File: src/rtl/core/btlpm_ram.sv
// Generic simple dual-port RAM with one write port and a registered read port.
`default_nettype none

module btlpm_ram #(
    parameter int WIDTH = 8,
    parameter int DEPTH = 64
) (
    input  wire logic                     clk,
    input  wire logic                     we,
    input  wire logic [$clog2(DEPTH)-1:0] waddr,
    input  wire logic [WIDTH-1:0]         wdata,
    input  wire logic [$clog2(DEPTH)-1:0] raddr,
    output logic      [WIDTH-1:0]         rdata
);

    logic [WIDTH-1:0] mem [DEPTH];
    logic [WIDTH-1:0] rdata_reg;

    always_ff @(posedge clk)
    begin
        if (we)
        begin
            mem[waddr] <= wdata;
        end
        rdata_reg <= mem[raddr];
    end

    assign rdata = rdata_reg;

endmodule

`default_nettype wire

File: config.mk
export PLATFORM = sky130hd
export DESIGN_NAME = btlpm_ram
export DESIGN_NICKNAME = d
export VERILOG_FILES = /design/src/rtl/core/btlpm_ram.sv
export SDC_FILE = /design/constraint.sdc
export NUM_CORES = 1
export LEC_CHECK = 0
export BUFFER_PORTS_ARGS = -buffer_cell sky130_fd_sc_hd__buf_2
export CAP_MARGIN = 20
export CORE_UTILIZATION = 55
export DETAILED_ROUTE_END_ITERATION = 6
export HOLD_SLACK_MARGIN = 0.08
export PLACE_DENSITY = 0.79
export SETUP_SLACK_MARGIN = 0.1
export SKIP_LAST_GASP = 1
export SYNTH_ARGS = -nofsm -noshare
export SYNTH_HDL_FRONTEND = slang
export SYNTH_SLANG_ARGS = --single-unit
File: constraint.sdc
create_clock -name clk -period 5.9 [get_ports clk]
set_input_delay 1.18 -clock clk [delete_from_list [all_inputs] [get_ports clk]]
set_output_delay 1.18 -clock clk [all_outputs]
set_load 0.01 [all_outputs]
==> impl_metrics.py <==
metrics = {
    "power_and_ir_drop": {
        "leakagePower_nw": 6.93,
        "switching_share_pct": 21.0,
        "switchingPower_mw": 1.57,
        "clkPwrFrac_pct": 40.4,
        "seq_power_share_pct": 54.7,
        "comb_power_share_pct": 5.0,
        "max-vdd-ir-drop_mv": 0.242,
        "p_per_area_nw_per_um2": 336,
        "internal_power_mw": 5.92,
    },
    "routing": {
        "drt-pass1-iter-count": 7,
        "first_iter_violations": 1497,
        "routedWlPerCell_um": 28.9,
        "ant_nets": 0,
        "drt-met1-wl_mm": 16.9,
        "viasPerCell": 6.62,
        "vias": 9849,
        "wl_met2_mm": 20.8,
        "met3_length_mm": 4.06,
        "highest_layer": "met5",
        "routed_wl_mm": 43.0,
        "drc": 2,
    },
    "placed_design": {
        "portBuffers": 29,
        "placed_cell_area_sq_um": 20700,
        "finalWeightedCongestion": 0.806,
        "dpl.hpwl_mm": 24.6,
    },
    "sta": {
        "clock-skew-final_ps": 16.8,
        "rsz0062_at_grt": "false",
        "setup_viol": 0,
        "finalCritPeriodShare_pct": 58.6,
        "timing.fmax_ghz": 0.289,
        "final_max_slew_viol_count": 0,
        "maxSlewHeadroom_pct": 31.0,
        "hold_viol_final": 0,
        "fin_crit_ps": 3460,
        "setup_tns_ps": 0,
        "worst_pin_slew_ps": 1030,
    },
    "synth": {
        "synthFlopType": "edfxtp_1",
        "yosys_warnings": 0,
        "synthArstFlopShare_pct": 0,
        "syn-instance-count": 940,
        "synth_area_sq_um": 20200,
        "ys_types": 40,
        "syn_nets": 962,
        "synth.avg_cell_area_sq_um": 21.5,
        "ys_seq_elements": 520,
        "synth_edf_count": 512,
        "ys_seq_area_share_pct": 77.0,
    },
    "floorplanning": {
        "die_area_sq_um": 37400,
        "core_area_sq_um": 35800,
        "rows": 69,
        "die_w_um": 193,
        "die_height_um": 193,
        "start_util_pct": 56.3,
        "pin_count": 30,
    },
    "status": {
        "violations": "design-rule violations",
        "outcome": "complete, but fails checks",
    },
    "worst_setup_path": {
        "start_kind": "input port",
        "reg2reg_depth": 4,
        "worstPathRequired_ps": 6330,
        "worst_setup_path_end_kind": "flop",
        "crit_type": "input port to flop",
        "crit_arrival_ps": 3890,
        "path_max_fanout": 65,
    },
    "clock_network": {
        "cts_buffers": 49,
        "ctsHoldBuffers": 0,
        "cts.reportedPaths.clkPinSlew_ps": 60,
        "htree_levels": 2,
        "cts_sinks": 520,
        "cts.repair.resized": 0,
        "clock_latency_ps": 580,
        "cts_root_buffer": "clkbuf_16",
        "cts_buffer_depth": 3,
        "post_cts_buffers": 0,
        "cts_tree": "done",
    },
    "grt": {
        "antenna_found_initial": 2,
        "grt_pass1_wl_mm": 64.1,
        "grt_usage_pct": 23.5,
        "grt_pass1_vias": 9707,
        "grt_start_max_net_pins": 66,
        "grt-ovfl-total": 0,
    },
    "finish": {
        "fin_nets": 1010,
        "nFillCells": 2295,
        "stdcell_area_sq_um": 22300,
        "largest_register_ff_count": 512,
        "regArea_sq_um": 15500,
        "drive_gt1_share_pct": 25.2,
        "multi_input_area_sq_um": 4320,
        "area_growth_pct": 10.6,
    },
    "min_path": {
        "holdPathStages": 4,
        "hold_path_class": "flop to flop",
    },
    "flow_run": {
        "max-cap-violations": 0,
    },
}
-- cells in the final DEF (no fill, tap or decap), types with 4 or more instances in the layout --
cell type	synthesis	layout
mux2i_1	23	23
buf_4	13	16
clkbuf_1	17	13
o221ai_1	8	8
nor2b_1	14	14
nor3_1	7	7
buf_2	11	26
dfxtp_1	8	8
nand2_1	19	19
clkbuf_16	0	51
nor2_1	83	83
clkinv_1	0	6
nand2b_1	7	7
edfxtp_1	512	512
mux4_2	126	126
mux2_2	13	13
a211oi_1	4	4
o22ai_1	8	8
a221oi_1	6	6
buf_12	2	5
clkinv_2	0	9
nand3_1	13	13
-- cell type report --
class / instances / area share (%)
Multi-Input combinational cell: 369 / 19.3
Sequential cell: 520 / 69.6
Clock buffer: 66 / 6.06
Tap cell: 461 / 2.58
Timing Repair Buffer: 48 / 1.63
Antenna cell: 1 / 0.0112
Clock inverter: 22 / 0.751
-- routing by layer --
layer / vias up / GRT usage [%]
met3: 92 / 3.56
met4: 2 / 8.36
met5: - / 0
li1: 4021 / -
met2: 610 / 35.9
met1: 5124 / 35.1
-- worst paths after layout --
path | from | to | slack (ps)
worst max-delay path | raddr[0] | rdata[1]$_DFF_P_ | 2440
worst min-delay path | mem[34][0]$_DFFE_PP_ | rdata[0]$_DFF_P_ | 800
worst max register to register | mem[3][5]$_DFFE_PP_ | rdata[5]$_DFF_P_ | 3840
worst min register to register | mem[34][0]$_DFFE_PP_ | rdata[0]$_DFF_P_ | 800
-- cell usage after synthesis, types with 4 or more instances --
cell type	n	area (sq um)
edfxtp_1	512	15400
mux4_2	126	2840
nor2_1	83	312
mux2i_1	23	230
nand2_1	19	71.3
clkbuf_1	17	63.8
nor2b_1	14	87.6
buf_4	13	97.6
mux2_2	13	146
nand3_1	13	65.1
buf_2	11	55.1
dfxtp_1	8	160
o221ai_1	8	70.1
o22ai_1	8	50.1
nand2b_1	7	43.8
nor3_1	7	35.0
a221oi_1	6	52.6
a211oi_1	4	30.0
buf_1	4	15.0
buf_6	4	45.0
-- per-stage QoR --
stage | instances | util, % | hold WS, ps | power [mW] | worst slack [ps]
finish | 1487 | 62.3 | 802 | 7.50 | 2440
global route | 1487 | 62.3 | 859 | 7.68 | 2280
CTS | 1481 | 62.0 | 790 | 7.51 | 2410
detailed placement | 1393 | 57.8 | 792 | 4.54 | 1840
global placement | 1393 | 57.8 | 804 | 4.53 | 1850
floorplan | 940 | - | 718 | 4.39 | 3050
-- critical path, cell delays in order --
cell	delay (ps)
clkbuf_8	600
buf_4	430
buf_4	370
mux2i_1	360
a221oi_1	140
a221oi_1	560
o2bb2ai_1	150
-- power by group through the flow --
stage	registers [mW]	logic, mW	clock network (mW)
4_1_cts	4.10	0.363	3.04
6_report	4.10	0.371	3.02
2_1_floorplan	4.18	0.218	0
3_5_place_dp	4.18	0.360	0
3_3_place_gp	4.18	0.350	0
5_1_grt	4.10	0.393	3.18
-- cell families (layout without fill, tap and decap cells) --
family	Yosys count	in the layout	synth area share [%]
simple gates	153	153	3.39
compound gates	54	54	2.07
mux	162	162	15.9
buf+inv	51	136	1.57
other cells	0	1	0
flops	520	520	77.0
No activity file was read; power rests on OpenSTA's default activity.
