## src/rtl/core/btlpm_pkg.sv

```systemverilog
// Shared types and constants for the binary trie route lookup block.
`default_nettype none

package btlpm_pkg;

    localparam int ADDR_BITS = 32;
    localparam int HOP_W     = 32;
    localparam int PORT_W    = 8;
    localparam int PLEN_W    = 6;

    localparam logic CMD_LOOKUP = 1'b0;
    localparam logic CMD_INSERT = 1'b1;

    typedef enum logic [1:0] {
        ST_IDLE,
        ST_WALK,
        ST_HOLD
    } state_t;

    typedef struct packed {
        logic              found;
        logic [HOP_W-1:0]  hop_addr;
        logic [PORT_W-1:0] port_out;
        logic              pool_full;
    } res_t;

endpackage

`default_nettype wire

```

## src/rtl/core/btlpm_walk.sv

```systemverilog
// Trie walker: command sequencer, root node registers, node allocation and memory access.
`default_nettype none

module btlpm_walk #(
    parameter int TRIE_NODES = 4096,
    parameter int PORT_BITS  = 8
) (
    input  wire logic                                          clk,
    input  wire logic                                          rst_n,
    input  wire logic                                          in_valid,
    output logic                                               in_ready,
    input  wire logic                                          command,
    input  wire logic [btlpm_pkg::ADDR_BITS-1:0]               address,
    input  wire logic [btlpm_pkg::PLEN_W-1:0]                  prefix_len,
    input  wire logic [btlpm_pkg::HOP_W-1:0]                   gateway,
    input  wire logic [btlpm_pkg::PORT_W-1:0]                  out_port,
    output logic                                               res_valid,
    input  wire logic                                          res_take,
    output btlpm_pkg::res_t                                    res,
    output logic [$clog2(TRIE_NODES)-1:0]                      rd_addr,
    input  wire logic [2*$clog2(TRIE_NODES)-1:0]               child_rdata,
    input  wire logic [btlpm_pkg::HOP_W+
                       ((PORT_BITS < btlpm_pkg::PORT_W) ? PORT_BITS
                                                         : btlpm_pkg::PORT_W):0] route_rdata,
    output logic                                               child_we,
    output logic [$clog2(TRIE_NODES)-1:0]                      child_waddr,
    output logic [2*$clog2(TRIE_NODES)-1:0]                    child_wdata,
    output logic                                               route_we,
    output logic [$clog2(TRIE_NODES)-1:0]                      route_waddr,
    output logic [btlpm_pkg::HOP_W+
                  ((PORT_BITS < btlpm_pkg::PORT_W) ? PORT_BITS
                                                    : btlpm_pkg::PORT_W):0] route_wdata
);

    localparam int NW    = $clog2(TRIE_NODES);
    localparam int CNT_W = $clog2(TRIE_NODES + 1);
    localparam int AB    = btlpm_pkg::ADDR_BITS;
    localparam int HW    = btlpm_pkg::HOP_W;
    localparam int PW    = btlpm_pkg::PORT_W;
    localparam int LW    = btlpm_pkg::PLEN_W;
    localparam int PB    = (PORT_BITS < PW) ? PORT_BITS : PW;
    localparam int CW    = 2 * NW;
    localparam int RW    = 1 + HW + PB;

    btlpm_pkg::state_t state_reg, state_next;

    logic            cmd_reg,        cmd_next;
    logic [AB-1:0]   addr_reg,       addr_next;
    logic [LW-1:0]   plen_reg,       plen_next;
    logic [HW-1:0]   hop_reg,        hop_next;
    logic [PB-1:0]   port_reg,       port_next;
    logic [NW-1:0]   node_reg,       node_next;
    logic [LW-1:0]   depth_reg,      depth_next;
    logic            fresh_reg,      fresh_next;
    logic [CNT_W-1:0] used_reg,      used_next;
    logic            best_hit_reg,   best_hit_next;
    logic [HW-1:0]   best_hop_reg,   best_hop_next;
    logic [PB-1:0]   best_port_reg,  best_port_next;
    btlpm_pkg::res_t res_reg,        res_next;
    logic [NW-1:0]   root_left_reg,  root_left_next;
    logic [NW-1:0]   root_right_reg, root_right_next;
    logic            root_valid_reg, root_valid_next;
    logic [HW-1:0]   root_hop_reg,   root_hop_next;
    logic [PB-1:0]   root_port_reg,  root_port_next;

    logic            at_root;
    logic            lookup;
    logic [NW-1:0]   cur_left;
    logic [NW-1:0]   cur_right;
    logic            cur_valid;
    logic [HW-1:0]   cur_hop;
    logic [PB-1:0]   cur_port;
    logic            dbit;
    logic [NW-1:0]   slot;
    logic            pool_empty;
    logic [NW-1:0]   new_node;
    logic [LW-1:0]   plen_sat;
    logic            is_last;
    logic            walk_done;
    logic            eff_hit;
    logic [HW-1:0]   eff_hop;
    logic [PB-1:0]   eff_port;
    logic [CW-1:0]   link_entry;

    // The root lives in flip-flops so that reset can clear it; every other node
    // is read from the memories in the cycle after its address is issued. Nodes
    // allocated during the current insert are known to be empty; their child links are not read.
    always_comb
    begin
        at_root    = (node_reg == '0);
        lookup     = (cmd_reg == btlpm_pkg::CMD_LOOKUP);
        cur_left   = fresh_reg ? '0 : (at_root ? root_left_reg  : child_rdata[NW-1:0]);
        cur_right  = fresh_reg ? '0 : (at_root ? root_right_reg : child_rdata[CW-1:NW]);
        cur_valid  = at_root ? root_valid_reg : route_rdata[RW-1];
        cur_hop    = at_root ? root_hop_reg   : route_rdata[RW-2:PB];
        cur_port   = at_root ? root_port_reg  : route_rdata[PB-1:0];
        dbit       = addr_reg[AB-1];
        slot       = dbit ? cur_right : cur_left;
        pool_empty = (used_reg == CNT_W'(TRIE_NODES));
        new_node   = used_reg[NW-1:0];
        plen_sat   = (prefix_len > LW'(AB)) ? LW'(AB) : prefix_len;
        is_last    = lookup ? (depth_reg == LW'(AB)) : (depth_reg == plen_reg);
        walk_done  = lookup ? (is_last || (slot == '0))
                            : (is_last || ((slot == '0) && pool_empty));
        eff_hit    = best_hit_reg | cur_valid;
        eff_hop    = cur_valid ? cur_hop  : best_hop_reg;
        eff_port   = cur_valid ? cur_port : best_port_reg;
        link_entry = dbit ? {new_node, cur_left} : {cur_right, new_node};
    end

    always_comb
    begin
        state_next = state_reg;
        unique case (state_reg)
            btlpm_pkg::ST_IDLE:
            begin
                if (in_valid)
                begin
                    state_next = btlpm_pkg::ST_WALK;
                end
            end
            btlpm_pkg::ST_WALK:
            begin
                if (walk_done)
                begin
                    state_next = btlpm_pkg::ST_HOLD;
                end
            end
            btlpm_pkg::ST_HOLD:
            begin
                if (res_take)
                begin
                    state_next = btlpm_pkg::ST_IDLE;
                end
            end
            default:
            begin
                state_next = btlpm_pkg::ST_IDLE;
            end
        endcase
    end

    always_comb
    begin
        in_ready  = (state_reg == btlpm_pkg::ST_IDLE);
        res_valid = (state_reg == btlpm_pkg::ST_HOLD);
        res       = res_reg;
    end

    always_comb
    begin
        cmd_next        = cmd_reg;
        addr_next       = addr_reg;
        plen_next       = plen_reg;
        hop_next        = hop_reg;
        port_next       = port_reg;
        node_next       = node_reg;
        depth_next      = depth_reg;
        fresh_next      = fresh_reg;
        used_next       = used_reg;
        best_hit_next   = best_hit_reg;
        best_hop_next   = best_hop_reg;
        best_port_next  = best_port_reg;
        res_next        = res_reg;
        root_left_next  = root_left_reg;
        root_right_next = root_right_reg;
        root_valid_next = root_valid_reg;
        root_hop_next   = root_hop_reg;
        root_port_next  = root_port_reg;
        rd_addr         = slot;
        child_we        = 1'b0;
        child_waddr     = node_reg;
        child_wdata     = '0;
        route_we        = 1'b0;
        route_waddr     = node_reg;
        route_wdata     = '0;

        unique case (state_reg)
            btlpm_pkg::ST_IDLE:
            begin
                if (in_valid)
                begin
                    cmd_next       = command;
                    addr_next      = address;
                    plen_next      = plen_sat;
                    hop_next       = gateway;
                    port_next      = out_port[PB-1:0];
                    node_next      = '0;
                    depth_next     = '0;
                    fresh_next     = 1'b0;
                    best_hit_next  = 1'b0;
                    best_hop_next  = '0;
                    best_port_next = '0;
                end
            end
            btlpm_pkg::ST_WALK:
            begin
                if (lookup)
                begin
                    best_hit_next  = eff_hit;
                    best_hop_next  = eff_hop;
                    best_port_next = eff_port;
                    if (walk_done)
                    begin
                        res_next.found     = eff_hit;
                        res_next.hop_addr  = eff_hop;
                        res_next.port_out  = PW'(eff_port);
                        res_next.pool_full = 1'b0;
                    end
                    else
                    begin
                        node_next  = slot;
                        depth_next = depth_reg + LW'(1);
                        addr_next  = addr_reg << 1;
                    end
                end
                else
                begin
                    priority if (is_last)
                    begin
                        // End of the prefix: store the route; a node made by this
                        // insert also gets its empty child links written here.
                        if (at_root)
                        begin
                            root_valid_next = 1'b1;
                            root_hop_next   = hop_reg;
                            root_port_next  = port_reg;
                        end
                        else
                        begin
                            route_we    = 1'b1;
                            route_wdata = {1'b1, hop_reg, port_reg};
                            child_we    = fresh_reg;
                        end
                        res_next.found     = 1'b1;
                        res_next.hop_addr  = '0;
                        res_next.port_out  = '0;
                        res_next.pool_full = 1'b0;
                    end
                    else if (slot != '0)
                    begin
                        node_next  = slot;
                        depth_next = depth_reg + LW'(1);
                        addr_next  = addr_reg << 1;
                    end
                    else if (pool_empty)
                    begin
                        child_we           = fresh_reg;
                        res_next.found     = 1'b0;
                        res_next.hop_addr  = '0;
                        res_next.port_out  = '0;
                        res_next.pool_full = 1'b1;
                    end
                    else
                    begin
                        if (at_root)
                        begin
                            root_left_next  = link_entry[NW-1:0];
                            root_right_next = link_entry[CW-1:NW];
                        end
                        else
                        begin
                            child_we    = 1'b1;
                            child_wdata = link_entry;
                        end
                        route_we    = 1'b1;
                        route_waddr = new_node;
                        route_wdata = '0;
                        used_next   = used_reg + CNT_W'(1);
                        node_next   = new_node;
                        fresh_next  = 1'b1;
                        depth_next  = depth_reg + LW'(1);
                        addr_next   = addr_reg << 1;
                    end
                end
            end
            btlpm_pkg::ST_HOLD:
            begin
            end
            default:
            begin
            end
        endcase
    end

    always_ff @(posedge clk or negedge rst_n)
    begin
        if (!rst_n)
        begin
            state_reg      <= btlpm_pkg::ST_IDLE;
            cmd_reg        <= btlpm_pkg::CMD_LOOKUP;
            node_reg       <= '0;
            depth_reg      <= '0;
            fresh_reg      <= 1'b0;
            used_reg       <= CNT_W'(1);
            root_left_reg  <= '0;
            root_right_reg <= '0;
            root_valid_reg <= 1'b0;
        end
        else
        begin
            state_reg      <= state_next;
            cmd_reg        <= cmd_next;
            node_reg       <= node_next;
            depth_reg      <= depth_next;
            fresh_reg      <= fresh_next;
            used_reg       <= used_next;
            root_left_reg  <= root_left_next;
            root_right_reg <= root_right_next;
            root_valid_reg <= root_valid_next;
        end
    end

    always_ff @(posedge clk)
    begin
        addr_reg      <= addr_next;
        plen_reg      <= plen_next;
        hop_reg       <= hop_next;
        port_reg      <= port_next;
        best_hit_reg  <= best_hit_next;
        best_hop_reg  <= best_hop_next;
        best_port_reg <= best_port_next;
        res_reg       <= res_next;
        root_hop_reg  <= root_hop_next;
        root_port_reg <= root_port_next;
    end

endmodule

`default_nettype wire

```

## config.mk

```make
export PLATFORM = sky130hd
export DESIGN_NAME = btlpm_walk
export DESIGN_NICKNAME = d
export VERILOG_FILES = /design/src/rtl/core/btlpm_pkg.sv /design/src/rtl/core/btlpm_walk.sv
export SDC_FILE = /design/constraint.sdc
export NUM_CORES = 1
export LEC_CHECK = 0
export ABC_AREA = 1
export CORE_ASPECT_RATIO = 0.6
export CORE_MARGIN = 3
export CORE_UTILIZATION = 25
export CTS_CLUSTER_SIZE = 16
export DETAILED_ROUTE_END_ITERATION = 12
export DONT_BUFFER_PORTS = 1
export PLACE_DENSITY_LB_ADDON = 0.12
export SYNTH_ARGS = -nofsm -noshare
export SYNTH_HDL_FRONTEND = slang
export SYNTH_SLANG_ARGS = --single-unit
```

## constraint.sdc

```tcl
create_clock -name clk -period 4.48 [get_ports clk]
set_clock_uncertainty 0.05 [all_clocks]
set_input_delay 0.448 -clock clk [delete_from_list [all_inputs] [get_ports clk]]
set_output_delay 0.448 -clock clk [all_outputs]
set_load 0.05 [all_outputs]
```

==> results of run 1 <==
routing by layer:
layer | GRT usage | share of wire | vias to the layer above
met4 | 0.0242 | 0.013 | 0
met3 | 0.0241 | 0.044 | 37
met2 | 0.240 | 0.45 | 224
met5 | 0 | 0 | -
li1 | - | - | 4717
met1 | 0.235 | 0.50 | 4666
cell type report:
| cell class | instances | area (um2) | share of cell area |
|---|---|---|---|
| Clock buffer | 34 | 744 | 0.0483 |
| Timing Repair Buffer | 191 | 1680 | 0.109 |
| Multi-Input combinational cell | 886 | 3990 | 0.259 |
| Tap cell | 640 | 801 | 0.0520 |
| Sequential cell | 261 | 7540 | 0.490 |
| Clock inverter | 16 | 125 | 0.00812 |
| Inverter | 140 | 526 | 0.0341 |
power groups by stage:
| stage | clock network, mW | logic [mW] | registers [mW] |
|---|---|---|---|
| floorplan | 0 | 2.14 | 3.99 |
| global placement | 0 | 3.37 | 3.88 |
| finish | 2.30 | 3.51 | 3.84 |
| CTS | 2.38 | 3.49 | 3.85 |
| global route | 2.47 | 3.88 | 3.90 |
| detailed placement | 0 | 3.39 | 3.89 |
how the worst min path moves through the flow:
stage | startpoint | endpoint | cells after the start
2_1_floorplan | rst_n | child_waddr[0]$_DFFE_PN0P_ | 0
3_3_place_gp | rst_n | depth_reg[0]$_DFFE_PN0P_ | 0
3_5_place_dp | rst_n | depth_reg[0]$_DFFE_PN0P_ | 0
4_1_cts | address[7] | addr_reg[7]$_DFFE_PP_ | 2
5_1_grt | address[27] | addr_reg[27]$_DFFE_PP_ | 2
6_report | address[7] | addr_reg[7]$_DFFE_PP_ | 2
critical path, delay by kind of cell, from the launching register on:
family / cells / cell delay (ps)
AO/OA/AOI/OAI: 1 / 160
flip-flops: 1 / 540
AND/OR/NAND/NOR: 12 / 1490
buffers and inverters: 5 / 900
stage by stage:
stage / cell area, um2 / total power [mW] / utilization / hold WS (ps)
finish: 15400 / 9.65 / 0.320 / 37.4
global route: 15400 / 10.2 / 0.320 / 12.2
CTS: 15300 / 9.72 / 0.318 / 0.976
detailed placement: 13700 / 7.28 / 0.285 / 106
global placement: 13700 / 7.25 / 0.285 / 106
floorplan: 12300 / 6.13 / - / 102
cells in the final DEF, fill, tap and decap left out, types with 6 or more instances in the layout:
master	Yosys	final
o22ai_1	10	10
nand2_1	404	401
nand3b_1	15	15
edfxtp_1	201	201
xor2_1	12	12
inv_2	5	7
o21ai_0	88	85
clkinv_1	1	8
clkinv_2	0	6
buf_4	4	119
inv_1	134	132
dfrtp_1	59	56
clkbuf_16	0	29
nor2_1	180	177
o21ai_1	26	28
nand3_1	113	113
dlygate4sd3_1	0	66
repair_timing:
action | in CTS | in global routing
gates cloned | 1 | 0
pin swaps | 1 | 2
resized for setup | 3 | 6
hold endpoints to repair | 125 | 0
setup endpoints to repair | 12 | 22
hold buffers | 67 | 0
setup buffers | 0 | 5
kinds of logic (layout without fill, tap and decap cells):
logic type	count (synthesis)	in the layout	share of synthesized area
buf+inv	213	381	0.0694
simple gates	736	737	0.247
flops	261	261	0.613
compound gates	130	130	0.0556
fa+ha+maj	3	3	0.00305
xor+xnor	16	16	0.0114
==> results.py, run 1 <==
metrics = {
    "global_route": {
        "grt_max_degree": 81,
        "antenna_found_initial": 0,
        "grt_first_pass_wirelength_um": 61900,
        "globalRouteTotalUtil": 0.156,
        "grt_pass1_vias": 9185,
        "overflow": 0,
    },
    "sta": {
        "setup-violations-final": 0,
        "fmax_mhz": 239,
        "timing_hold_violations_final": 0,
        "final.setup.tns_ps": 0,
        "layout_worst_path_cycle_share": 0.935,
        "slew_viol_final": 0,
        "worst_pin_slew_ps": 1090,
        "fin_crit_ps": 4190,
        "grt_setup_unrepaired": "false",
        "fin_ws_ps": 292,
        "slew_headroom": 0.276,
    },
    "die": {
        "ios": 295,
        "die_height_um": 178,
        "core_um2": 48200,
        "rows": 62,
        "initial_core_util": 0.255,
        "dieArea_um2": 52000,
        "fp.dieW_um": 292,
    },
    "logic_synthesis": {
        "ys_seq_area_frac": 0.613,
        "synthCells": 1359,
        "synth.most_common_cell": "nand2_1",
        "ys_types": 34,
        "syn_nets": 1510,
        "avgSynthCellArea_um2": 9.05,
        "synth_area_leader_cell": "edfxtp_1",
        "netlist_area_um2": 12300,
        "ys.flop_type": "edfxtp_1",
        "synth_commonest_cells": "nand2_1, edfxtp_1, nor2_1",
        "synth_top_area_frac": 0.491,
        "ys_ff_latch": 261,
        "yosys-top-cells-area": "edfxtp_1, nand2_1, dfrtp_1",
        "async_flop_share": 0.230,
        "synth_edf_count": 201,
        "ys_warn_count": 0,
    },
    "critical_path": {
        "endpoint_kind": "primary output",
        "cp-startpoint": "child_waddr[5]$_DFFE_PN0P_",
        "path_cells": "inv_2 > nand2_2 > nor2_4 > buf_12 > buf_12 > nand2_8 > nand2_1 > nand3_1 > nand2_1 > nand2_1 > nand2_1 > nor2_1 > nand3_4 > nor2_1 > nand3_2 > buf_4 > o211ai_1 > buf_4",
        "arrival_ps": 3690,
        "r2r-start": "child_waddr[5]$_DFFE_PN0P_",
        "r2r_cells": 19,
        "cp-start-kind": "flop",
        "crit_path_end": "child_we",
        "path_common_cell": "nand2_1",
        "critical_path_class": "flop to primary output",
        "worstPathRequired_ps": 3980,
        "reg2reg_to": "res[15]$_SDFFCE_PP0P_",
        "r2r_slack_ps": 920,
        "max_stage_delay_ps": 540,
        "cp_max_fo": 25,
        "critPathSlowestCell": "dfrtp_2",
    },
    "place": {
        "place_inst": 2045,
        "place_ws_ps": 268,
        "numPortBuffers": 0,
        "finalWeightedCongestion": 0.835,
        "dpl.hpwl_um": 28900,
    },
    "detailed_routing": {
        "drc": 0,
        "firstDrtPassIters": 5,
        "vias": 9644,
        "antenna_left": 0,
        "viasPerCell": 4.45,
        "drt_first_iter_violations": 735,
        "wl_um": 42300,
        "wl_per_cell_um": 19.5,
    },
    "clock_tree": {
        "cts.sinks": 261,
        "clk_pin_slew_ps": 60,
        "cts_tree": "yes",
        "clock_latency_ps": 560,
        "cts-buffers-inserted": 28,
        "clock_path_buffers": 3,
        "cts-root-buf": "clkbuf_16",
        "htreeDepth": 1,
    },
    "power_and_ir_drop": {
        "p_comb_frac": 0.364,
        "p_int_mw": 5.63,
        "switching_power_mw": 4.02,
        "pwr-share-clk": 0.238,
        "p_leak_nw": 6.76,
        "ir_worst_vdd_uv": 324,
        "pwr-share-seq": 0.398,
        "switching_share": 0.416,
        "power.density_nw_per_um2": 626,
    },
    "finish": {
        "largest_reg_flops": 42,
        "syn_to_final_growth_pct": 25.3,
        "drive_above_1_share": 0.128,
        "antennaDiodeCount": 0,
        "instances_no_fill": 2168,
        "nets": 1659,
        "n_fill_cell": 5083,
    },
    "outcome": {
        "status": "finished clean",
    },
    "min_path": {
        "min_path_type": "input port to flop",
    },
    "flow_run": {
        "cap_violations": 0,
    },
}
Note: power is estimated with default switching activity, not from simulation.
==> run 2: changes to the inputs <==
RECOVER_POWER = 100   (was default)
==> results.py, run 2 (synthesized netlist as in run 1, its figures left out) <==
metrics = {
    "die": {
        "rows": 62,
        "dieArea_um2": 52000,
        "core_um2": 48200,
        "die_height_um": 178,
        "initial_core_util": 0.255,
        "ios": 295,
        "fp.dieW_um": 292,
    },
    "detailed_routing": {
        "firstDrtPassIters": 5,
        "wl_per_cell_um": 19.6,
        "drc": 0,
        "viasPerCell": 4.47,
        "antenna_left": 0,
        "wl_um": 42400,
        "drt_first_iter_violations": 777,
        "vias": 9689,
    },
    "power_and_ir_drop": {
        "p_leak_nw": 6.59,
        "total_power_mw": 9.53,
        "power.density_nw_per_um2": 633,
        "ir_worst_vdd_uv": 316,
    },
    "outcome": {
        "status": "finished with violations",
        "violations": "capacitance limit, slew limit",
    },
    "finish": {
        "nets": 1659,
        "drive_above_1_share": 0.105,
        "largest_reg_flops": 42,
        "fin_util": 0.313,
        "instances_no_fill": 2168,
        "antennaDiodeCount": 0,
        "syn_to_final_growth_pct": 22.5,
        "mostFrequentLayoutCell": "nand2_1",
        "fin_area_um2": 15100,
        "final_cell_mix": "nand2_1, edfxtp_1, nor2_1",
    },
    "sta": {
        "worst_pin_slew_ps": 3140,
        "fin_crit_ps": 4230,
        "grt_setup_unrepaired": "false",
        "fin_ws_ps": 247,
        "holdWs_ps": 37.2,
        "fmax_mhz": 236,
        "layout_worst_path_cycle_share": 0.945,
        "slew_viol_final": 154,
        "final.setup.tns_ps": 0,
        "slew_headroom": -1.10,
        "timing_hold_violations_final": 0,
        "setup-violations-final": 0,
    },
    "min_path": {
        "min_path_type": "input port to flop",
    },
    "critical_path": {
        "crit_path_end": "child_wdata[13]",
        "critical_path_class": "flop to primary output",
        "reg2reg_to": "root_left_reg[9]$_DFFE_PN0P_",
        "cp_max_fo": 25,
        "arrival_ps": 3740,
        "endpoint_kind": "primary output",
        "r2r-start": "child_waddr[5]$_DFFE_PN0P_",
        "cp-startpoint": "child_waddr[5]$_DFFE_PN0P_",
        "worstPathRequired_ps": 3980,
        "cp-start-kind": "flop",
        "r2r_slack_ps": 450,
        "r2r_cells": 12,
    },
    "clock_tree": {
        "htreeDepth": 1,
        "cts-buffers-inserted": 28,
        "cts.sinks": 261,
        "clock_path_buffers": 3,
        "cts_tree": "yes",
        "clk_pin_slew_ps": 60,
        "cts-root-buf": "clkbuf_16",
        "clock_latency_ps": 560,
    },
    "place": {
        "placed_cell_area_um2": 13700,
        "place_ws_ps": 268,
        "dpl.hpwl_um": 28900,
        "numPortBuffers": 0,
        "place_inst": 2045,
        "finalWeightedCongestion": 0.835,
    },
    "flow_run": {
        "cap_violations": 3,
    },
    "global_route": {
        "grt_pass1_vias": 9185,
        "grt_first_pass_wirelength_um": 61900,
        "grt_max_degree": 81,
        "overflow": 0,
        "globalRouteTotalUtil": 0.156,
        "antenna_found_initial": 0,
    },
}
-- run 2: cell type report --
class / count / area (um2)
Multi-Input combinational cell: 886 / 3930
Timing Repair Buffer: 191 / 1390
Inverter: 140 / 526
Clock buffer: 34 / 744
Fill cell: 5134 / 33100
Tap cell: 640 / 801
Clock inverter: 16 / 125
Sequential cell: 261 / 7540
-- run 2: worst max-delay path, stage by stage (launching register included) --
cell	delay, ps
dfrtp_2	540
inv_2	90
nand2_2	180
nor2_1	110
buf_12	170
buf_12	130
nand2_8	160
nand2_1	90
nand3_1	100
nand2_1	70
nand2_1	120
nand2_1	70
nor2_1	190
nand3_4	150
nor2_1	180
nand3_2	70
buf_4	260
nor2_1	150
clkbuf_2	300
-- run 2: how the worst min path moves through the flow --
stage | startpoint | to | slack, ps | depth (start not counted)
finish | address[7] | addr_reg[7]$_DFFE_PP_ | 40 | 2
CTS | address[7] | addr_reg[7]$_DFFE_PP_ | 1 | 2
floorplan | rst_n | child_waddr[0]$_DFFE_PN0P_ | 100 | 0
global placement | rst_n | depth_reg[0]$_DFFE_PN0P_ | 110 | 0
detailed placement | rst_n | depth_reg[0]$_DFFE_PN0P_ | 110 | 0
global route | address[27] | addr_reg[27]$_DFFE_PP_ | 10 | 2
-- run 2: what timing repair did --
item                                   in CTS  in global routing
pin swaps                                   1                  2
gates cloned                                1                  0
setup buffers                               0                  5
setup endpoints to repair                  12                 22
endpoints found under the hold margin     125                  0
gates resized for setup                     3                  6
hold buffers                               67                  0
-- run 2: report_power, final --
part	switching, mW	total, mW	internal [mW]
combinational	2.63	3.39	0.766
sequential	0.359	3.85	3.49
clock	1.01	2.29	1.29
-- run 2: metal layers --
layer  wire length (um)  global-route usage  vias up
met5                  0                   0        -
met1              20900               0.235     4695
met4                570              0.0242        0
li1                   -                   -     4723
met3               1940              0.0241       39
met2              19000               0.240      232
==> run 3: changes to the inputs <==
SETUP_SLACK_MARGIN = 0.5   (was default)
==> results.py, run 3 (synthesized netlist as in run 1, its figures left out) <==
metrics = {
    "sta": {
        "fin_crit_ps": 4130,
        "slew_headroom": -0.315,
        "fmax_mhz": 242,
        "final.setup.tns_ps": 0,
        "worst_pin_slew_ps": 1970,
        "timing_hold_violations_final": 0,
        "grt_setup_unrepaired": "true",
        "fin_ws_ps": 350,
        "slew_viol_final": 44,
        "layout_worst_path_cycle_share": 0.922,
        "setup-violations-final": 0,
    },
    "detailed_routing": {
        "antenna_left": 0,
        "viasPerCell": 4.50,
        "firstDrtPassIters": 7,
        "wl_met2_um": 19100,
        "vias": 9851,
        "drc": 0,
        "met3_length_um": 1910,
        "wl_met1_um": 21100,
        "top_layer": "met4",
        "wl_per_cell_um": 19.7,
        "wl_um": 43100,
        "drt_first_iter_violations": 710,
    },
    "critical_path": {
        "path_cells": "inv_2 > nand2_4 > nor2_4 > nand2_4 > buf_12 > buf_8 > nand2_1 > nand3_2 > nand2_1 > nand2_2 > nand2_1 > nor2_2 > nand3_4 > nor2_4 > buf_12 > nand3_4 > nor2_4 > buf_6",
        "max_stage_delay_ps": 670,
        "critPathSlowestCell": "dfrtp_1",
        "cp_max_fo": 9,
        "arrival_ps": 3630,
        "critical_path_class": "flop to primary output",
        "cp-start-kind": "flop",
        "endpoint_kind": "primary output",
        "worstPathRequired_ps": 3980,
    },
    "die": {
        "die_height_um": 178,
        "core_um2": 48200,
        "rows": 62,
        "ios": 295,
        "fp.dieW_um": 292,
        "initial_core_util": 0.255,
        "dieArea_um2": 52000,
    },
    "finish": {
        "drive_above_1_share": 0.123,
        "n_fill_cell": 5026,
        "nets": 1676,
        "ff_latch_area_um2": 7540,
        "multiInputGateArea_um2": 4120,
        "syn_to_final_growth_pct": 27.6,
        "antennaDiodeCount": 0,
        "mostFrequentLayoutCell": "nand2_1",
        "final_cell_mix": "nand2_1, edfxtp_1, nor2_1",
        "fin_area_um2": 15700,
        "largest_reg_flops": 42,
    },
    "clock_tree": {
        "clock_path_buffers": 3,
        "clock_latency_ps": 560,
        "cts.sinks": 261,
        "htreeDepth": 1,
        "cts_tree": "yes",
        "cts-buffers-inserted": 29,
        "cts-root-buf": "clkbuf_16",
        "clk_pin_slew_ps": 60,
    },
    "power_and_ir_drop": {
        "ir_worst_vdd_uv": 288,
        "pwr-share-clk": 0.260,
        "p_leak_nw": 6.74,
        "p_int_mw": 5.81,
        "power.density_nw_per_um2": 633,
        "total_power_mw": 9.93,
        "pwr-share-seq": 0.387,
        "p_comb_frac": 0.354,
        "switching_power_mw": 4.12,
        "switching_share": 0.414,
    },
    "min_path": {
        "min_path_type": "input port to flop",
    },
    "global_route": {
        "grt_pass1_vias": 9454,
        "grt_max_degree": 69,
        "grt_first_pass_wirelength_um": 62500,
        "globalRouteTotalUtil": 0.158,
        "overflow": 0,
        "antenna_found_initial": 0,
    },
    "place": {
        "dpl.hpwl_um": 28800,
        "finalWeightedCongestion": 0.869,
        "place_ws_ps": 198,
        "placed_cell_area_um2": 13700,
        "numPortBuffers": 0,
    },
    "outcome": {
        "status": "finished with violations",
        "violations": "capacitance limit, slew limit",
    },
    "flow_run": {
        "cap_violations": 1,
    },
}
-- run 3: changes by cell type in the layout (fill, tap and decap cells not counted), sizes merged --
cell | before | now
clkbuf | 114 | 106
buf | 44 | 61
clkinv | 16 | 12
bufinv | 2 | 6
dlygate4sd3 | 66 | 70
clkinvlp | 0 | 4
nand3 | 116 | 119
dlymetal6s4s | 1 | 0
-- run 3: power by group through the flow --
stage	logic, mW	clock network (mW)	registers [mW]
finish	3.51	2.58	3.84
global route	3.88	2.77	3.91
CTS	3.58	2.68	3.84
detailed placement	3.40	0	3.88
global placement	3.38	0	3.88
floorplan	2.14	0	3.98
-- run 3: worst max-delay path: cells and delay by family (launching register included) --
| kind | cells | cell delay [ps] |
|---|---|---|
| simple gates | 13 | 1690 |
| buf+inv | 5 | 680 |
| flops | 1 | 670 |
-- run 3: final timing paths --
| path | startpoint | to | slack [ps] | depth (start not counted) |
|---|---|---|---|---|
| worst min register to register | hop_reg[17]$_DFFE_PP_ | root_hop_reg[17]$_DFFE_PP_ | 390 | 0 |
| worst max-delay path | child_waddr[4]$_DFFE_PN0P_ | child_wdata[16] | 350 | 18 |
| worst min-delay path | address[1] | addr_reg[1]$_DFFE_PP_ | 50 | 2 |
| min in group asynchronous | rst_n | depth_reg[5]$_DFFE_PN0P_ | 390 | 2 |
| max in group asynchronous | rst_n | used_reg[0]$_DFFE_PN1P_ | 3640 | 2 |
| worst max register to register | child_waddr[4]$_DFFE_PN0P_ | addr_reg[18]$_DFFE_PP_ | 570 | 19 |
-- run 3: routing by layer --
| layer | track usage | vias to the layer above |
|---|---|---|
| li1 | - | 4775 |
| met3 | 0.0290 | 60 |
| met1 | 0.232 | 4781 |
| met5 | 0 | - |
| met4 | 0.0386 | 0 |
| met2 | 0.241 | 235 |
-- run 3: layout make-up --
| cell class | count | area share |
|---|---|---|
| flip-flops and latches | 261 | 0.481 |
| multi-input cells | 889 | 0.263 |
| repair buffers | 204 | 0.108 |
| well taps | 640 | 0.0510 |
| clock buffers | 33 | 0.0472 |
| inverters | 140 | 0.0339 |
| clock inverters | 20 | 0.0165 |
-- run 3: what timing repair did --
action | in CTS | in global routing
pin swaps | 4 | 15
buffers inserted | 4 | 13
hold endpoints to repair | 129 | 0
gates cloned | 2 | 2
setup endpoints to repair | 106 | 64
gates resized for setup | 28 | 62
hold buffers | 71 | 0
-- run 3: stage by stage --
step	cells	hold WS (ps)	utilization
after floorplan	1359	102	-
after global placement	2042	106	0.285
after detailed placement	2042	106	0.285
after CTS	2172	2.13	0.325
after global routing	2187	26.5	0.326
final	2187	46.4	0.326
